`config.mk`:
```
export PLATFORM = sky130hd
export DESIGN_NAME = sbdc_cell
export DESIGN_NICKNAME = d
export VERILOG_FILES = /design/src/sbdc_pkg.sv /design/src/sbdc_cell.sv
export SDC_FILE = /design/constraint.sdc
export NUM_CORES = 1
export LEC_CHECK = 0
export BUFFER_PORTS_ARGS = -buffer_cell sky130_fd_sc_hd__buf_2
export CORE_MARGIN = 2
export CORE_UTILIZATION = 42
export DETAILED_ROUTE_END_ITERATION = 10
export PLACE_DENSITY = 0.86
export SETUP_SLACK_MARGIN = 0.3
export SYNTH_ARGS = -nofsm -noshare
export SYNTH_HDL_FRONTEND = slang
export SYNTH_SLANG_ARGS = --single-unit
```
`constraint.sdc`:
```
create_clock -name clock -period 5.1 [get_ports clock]
set_input_delay 0.51 -clock clock [delete_from_list [all_inputs] [get_ports clock]]
set_output_delay 0.51 -clock clock [all_outputs]
set_load 0.02 [all_outputs]
```
`src/sbdc_pkg.sv`:
```
package sbdc_pkg;

   // Field widths of the request and response beats
   localparam int KIND_W  = 2;
   localparam int BYTE_W  = 8;
   localparam int COUNT_W = 9;

   typedef enum logic [KIND_W-1:0] {
      KIND_LEARN  = 2'd0,
      KIND_ENCODE = 2'd1,
      KIND_DECODE = 2'd2,
      KIND_NONE   = 2'd3
   } kind_type;

   // Controller state, one-hot
   typedef enum logic [1:0] {
      ST_IDLE    = 2'b01,
      ST_RESOLVE = 2'b10
   } state_type;

   // Broadcast from the controller to every cell
   typedef struct packed {
      logic               capture;
      logic               insert;
      kind_type           kind;
      logic [BYTE_W-1:0]  byte_value;
      logic [BYTE_W-1:0]  index_value;
      logic [COUNT_W-1:0] count;
   } bcast_type;

   // Handoff from a cell to its right-hand neighbor
   typedef struct packed {
      logic              lt;
      logic              lt_ff;
      logic [BYTE_W-1:0] key;
   } link_type;

   // Per-cell contribution to the result
   typedef struct packed {
      logic              eq;
      logic              pick;
      logic [BYTE_W-1:0] pos;
      logic [BYTE_W-1:0] key;
   } cell_res_type;

endpackage

```
`src/sbdc_cell.sv`:
```
module sbdc_cell #(
   parameter int INDEX = 0
) (
   input  logic                   clock,
   input  sbdc_pkg::bcast_type    bcast,
   input  sbdc_pkg::link_type     left,
   output sbdc_pkg::link_type     right,
   output sbdc_pkg::cell_res_type res
);
   import sbdc_pkg::*;

   logic [BYTE_W-1:0] key_ff, key_in;
   logic              lt_ff, lt_in;
   logic              eq_ff, eq_in;
   logic              pick_ff, pick_in;
   logic              occupied, lt, eq, boundary, at_index;

   // Compare against the broadcast byte; the sorted row makes lt a prefix
   always_comb begin
      occupied = COUNT_W'(INDEX) < bcast.count;
      lt       = occupied && (key_ff < bcast.byte_value);
      eq       = occupied && (key_ff == bcast.byte_value);
      boundary = !lt && left.lt;
      at_index = BYTE_W'(INDEX) == bcast.index_value;
   end

   // Capture flags on accept, shift right or take the new byte on insert
   always_comb begin
      lt_in   = lt_ff;
      eq_in   = eq_ff;
      pick_in = pick_ff;
      key_in  = key_ff;
      if (bcast.capture) begin
         lt_in   = lt;
         eq_in   = eq;
         pick_in = (bcast.kind == KIND_DECODE) ? at_index : boundary;
      end
      if (bcast.insert) begin
         if (pick_ff) begin
            key_in = bcast.byte_value;
         end else if (!left.lt_ff) begin
            key_in = left.key;
         end
      end
   end

   always_ff @(posedge clock) begin
      key_ff  <= key_in;
      lt_ff   <= lt_in;
      eq_ff   <= eq_in;
      pick_ff <= pick_in;
   end

   assign right = '{lt: lt, lt_ff: lt_ff, key: key_ff};

   assign res.eq   = eq_ff;
   assign res.pick = pick_ff;
   assign res.pos  = pick_ff ? BYTE_W'(INDEX) : '0;
   assign res.key  = pick_ff ? key_ff : '0;
endmodule

```
==> results.yml <==
worst_setup_path:
  critPathLaunch: "key_ff[1]$_DFFE_PP_"
  worstSetupStartpointType: "register"
  cp.buffers_inverters: 1
  critical_path_class: "reg -> out"
  r2r-start: "pick_ff$_DFFE_PP_"
  critPathTopFamily: "simple AND/OR/NAND/NOR gates"
  crit_slowest_cell: "edfxtp_1"
  r2r_end: "key_ff[7]$_DFFE_PP_"
  crit_fanout: 3
  r2r_slack_ns: 3.00
  worst-path-stages: 6
  ff2ff_path_depth: 2
  endpoint_kind: "output pin"
  critPathRequiredTime_ns: 4.59
  path_cells: "ha_1 > nor2b_1 > o211ai_1 > a21oi_1 > nor4_1 > buf_2"
  crit_arrival_ns: 2.05
  slowest_delay_ns: 0.43
hold_path:
  hp-class: "in -> reg"
  min_to: "eq_ff$_DFFE_PP_"
  min_from: "bcast[28]"
  hold_depth: 1
layout:
  syn2layout_area_growth_pct: 32.6
  drive_gt1_share_pct: 52.9
  stdcell_count: 165
  design_area_um2: 1150
  layout_common_cells: "buf_2, edfxtp_1, inv_1"
  fillerInstances: 190
  nets: 187
  final_common_cell: "buf_2"
  final_util_pct: 58.9
  n_antenna_cell: 0
placed_design:
  place_area_um2: 1130
  dp_hpwl_mm: 1.57
  portBuffers: 59
  gp_congestion: 0.719
  dp_cells: 161
floorplanning:
  fp-row-count: 16
  die_h_um: 49.5
  ioPinCount: 68
  core_um2: 1960
  die-area_um2: 2450
  die_width_um: 49.5
  initial_core_util_pct: 44.4
timing:
  setup_violations: 0
  setup_tns_ns: 0
  fmax_mhz: 391
  period_share_pct: 50.1
  fin_crit_ns: 2.56
  slew-limit-headroom_pct: 20.8
  hold_viol: 0
  rsz0062_at_grt: "false"
  slew_viol_final: 0
  tightest_slew_ns: 1.18
  fin_skew_ns: 0.00235
logic_synthesis:
  synth_cell_types: 27
  synth_ff_type: "edfxtp_1"
  ys_seq_area_share_pct: 37.9
  synth_top_area_share_pct: 37.9
  avgSynthCellArea_um2: 10.6
  synthCells: 82
  netlist_area_um2: 871
  yosys_warnings: 0
  yosysTopAreaCell: "edfxtp_1"
  synth-edff-count: 11
  yosys-top-cells-area: "edfxtp_1, ha_1, buf_4, mux2_2, and2_1"
  async_flop_share_pct: 0
  synth-seq-cells: 11
global_routing:
  grt_pass1_wl_mm: 2.93
  grt_max_degree: 18
  gr-usage-all-layers_pct: 15.5
  grt_overflow_total: 0
  antenna_found_initial: 0
  grt_pass1_vias: 733
flow_run:
  drv_cap: 0
power:
  peakVddDrop_uv: 206
  design_power_total_mw: 0.253
  p_seq_share_pct: 45.1
  power.density_nw_per_um2: 219
  internal-power_mw: 0.172
  power_frac_comb_pct: 29.9
  p_switching_mw: 0.0809
  p_sw_share_pct: 32.0
  clockPowerShare_pct: 25.1
  p_leak_nw: 0.588
routing:
  dr.pass1.iters: 4
  antenna_left: 0
  drtIter0Drc: 9
  drt_wl_total_mm: 1.82
  wl_per_cell_um: 11.0
  via_per_inst: 4.67
  routed-via-count: 770
  drc_errors: 0
cts:
  post_cts_buffers: 0
  clk_pin_slew_worst_paths_ns: 0.08
  clk_latency_ns: 0.28
  htreeDepth: 1
  cts_num_sinks: 11
  cts_hold_buf: 0
  clock_path_buffers: 2
  ctsResizeCount: 0
  cts-root-buf: "clkbuf_4"
  numCtsBuffers: 3
  cts_tree: "yes"
outcome:
  status: "complete, no violations"
## cell usage after synthesis, drive strengths merged, types with 2 or more instances
| cell type | n |
|---|---|
| buf | 12 |
| edfxtp | 11 |
| inv | 9 |
| ha | 8 |
| mux2 | 8 |
| and2 | 7 |
| or4 | 3 |
| a21oi | 2 |
| clkbuf | 2 |
| nand4 | 2 |
| nor2 | 2 |
| nor3 | 2 |
| nor4 | 2 |
## logic make-up after synthesis
kind of cell / after synthesis / share of synthesized area, %
adder cells (fa/ha/maj): 8 / 11.5
AND/OR/NAND/NOR: 23 / 18.4
buffers and inverters: 23 / 15.1
other: 1 / 0.431
AO/OA/AOI/OAI: 8 / 6.32
flip-flops: 11 / 37.9
multiplexers: 8 / 10.3
## state kept, by name (all words and copies together), names as in the netlist
register and flops:
pick_ff 1, lt_ff 1, eq_ff 1, key_ff 8
## worst max-delay path by stage
| stage | end |
|---|---|
| finish | right[9] |
| global route | right[9] |
| CTS | right[9] |
| detailed placement | right[9] |
| global placement | right[9] |
| floorplan | right[9] |
## layout make-up
cell class	count	area (um^2)	share of cell area, %
clock buffers	4	26.3	2.28
inverters	9	33.8	2.93
multi-input cells	55	435	37.7
flip-flops and latches	11	330	28.6
well taps	27	33.8	2.93
repair buffers	59	295	25.6
## power by group through the flow
stage	Sequential (mW)	Clock [mW]	Combinational (mW)
final	0.114	0.0633	0.0755
after detailed placement	0.116	0	0.0761
after global routing	0.115	0.0673	0.0835
after CTS	0.114	0.0625	0.0763
after global placement	0.116	0	0.0738
after floorplan	0.118	0	0.0511
## metrics by stage
stage	hold WS [ns]	worst slack (ns)
floorplan	0.622	2.89
global placement	0.746	2.65
detailed placement	0.751	2.63
CTS	0.471	2.54
global route	0.472	2.39
finish	0.467	2.54
## layer usage
layer | track usage [%] | up-vias | wire, um
met5 | 0 | - | 0
met1 | 16.5 | 345 | 700
met3 | 2.73 | 4 | 136
met4 | 7.87 | 0 | 29
met2 | 28.9 | 37 | 953
li1 | - | 384 | -
(Power assumes the default switching activity.)
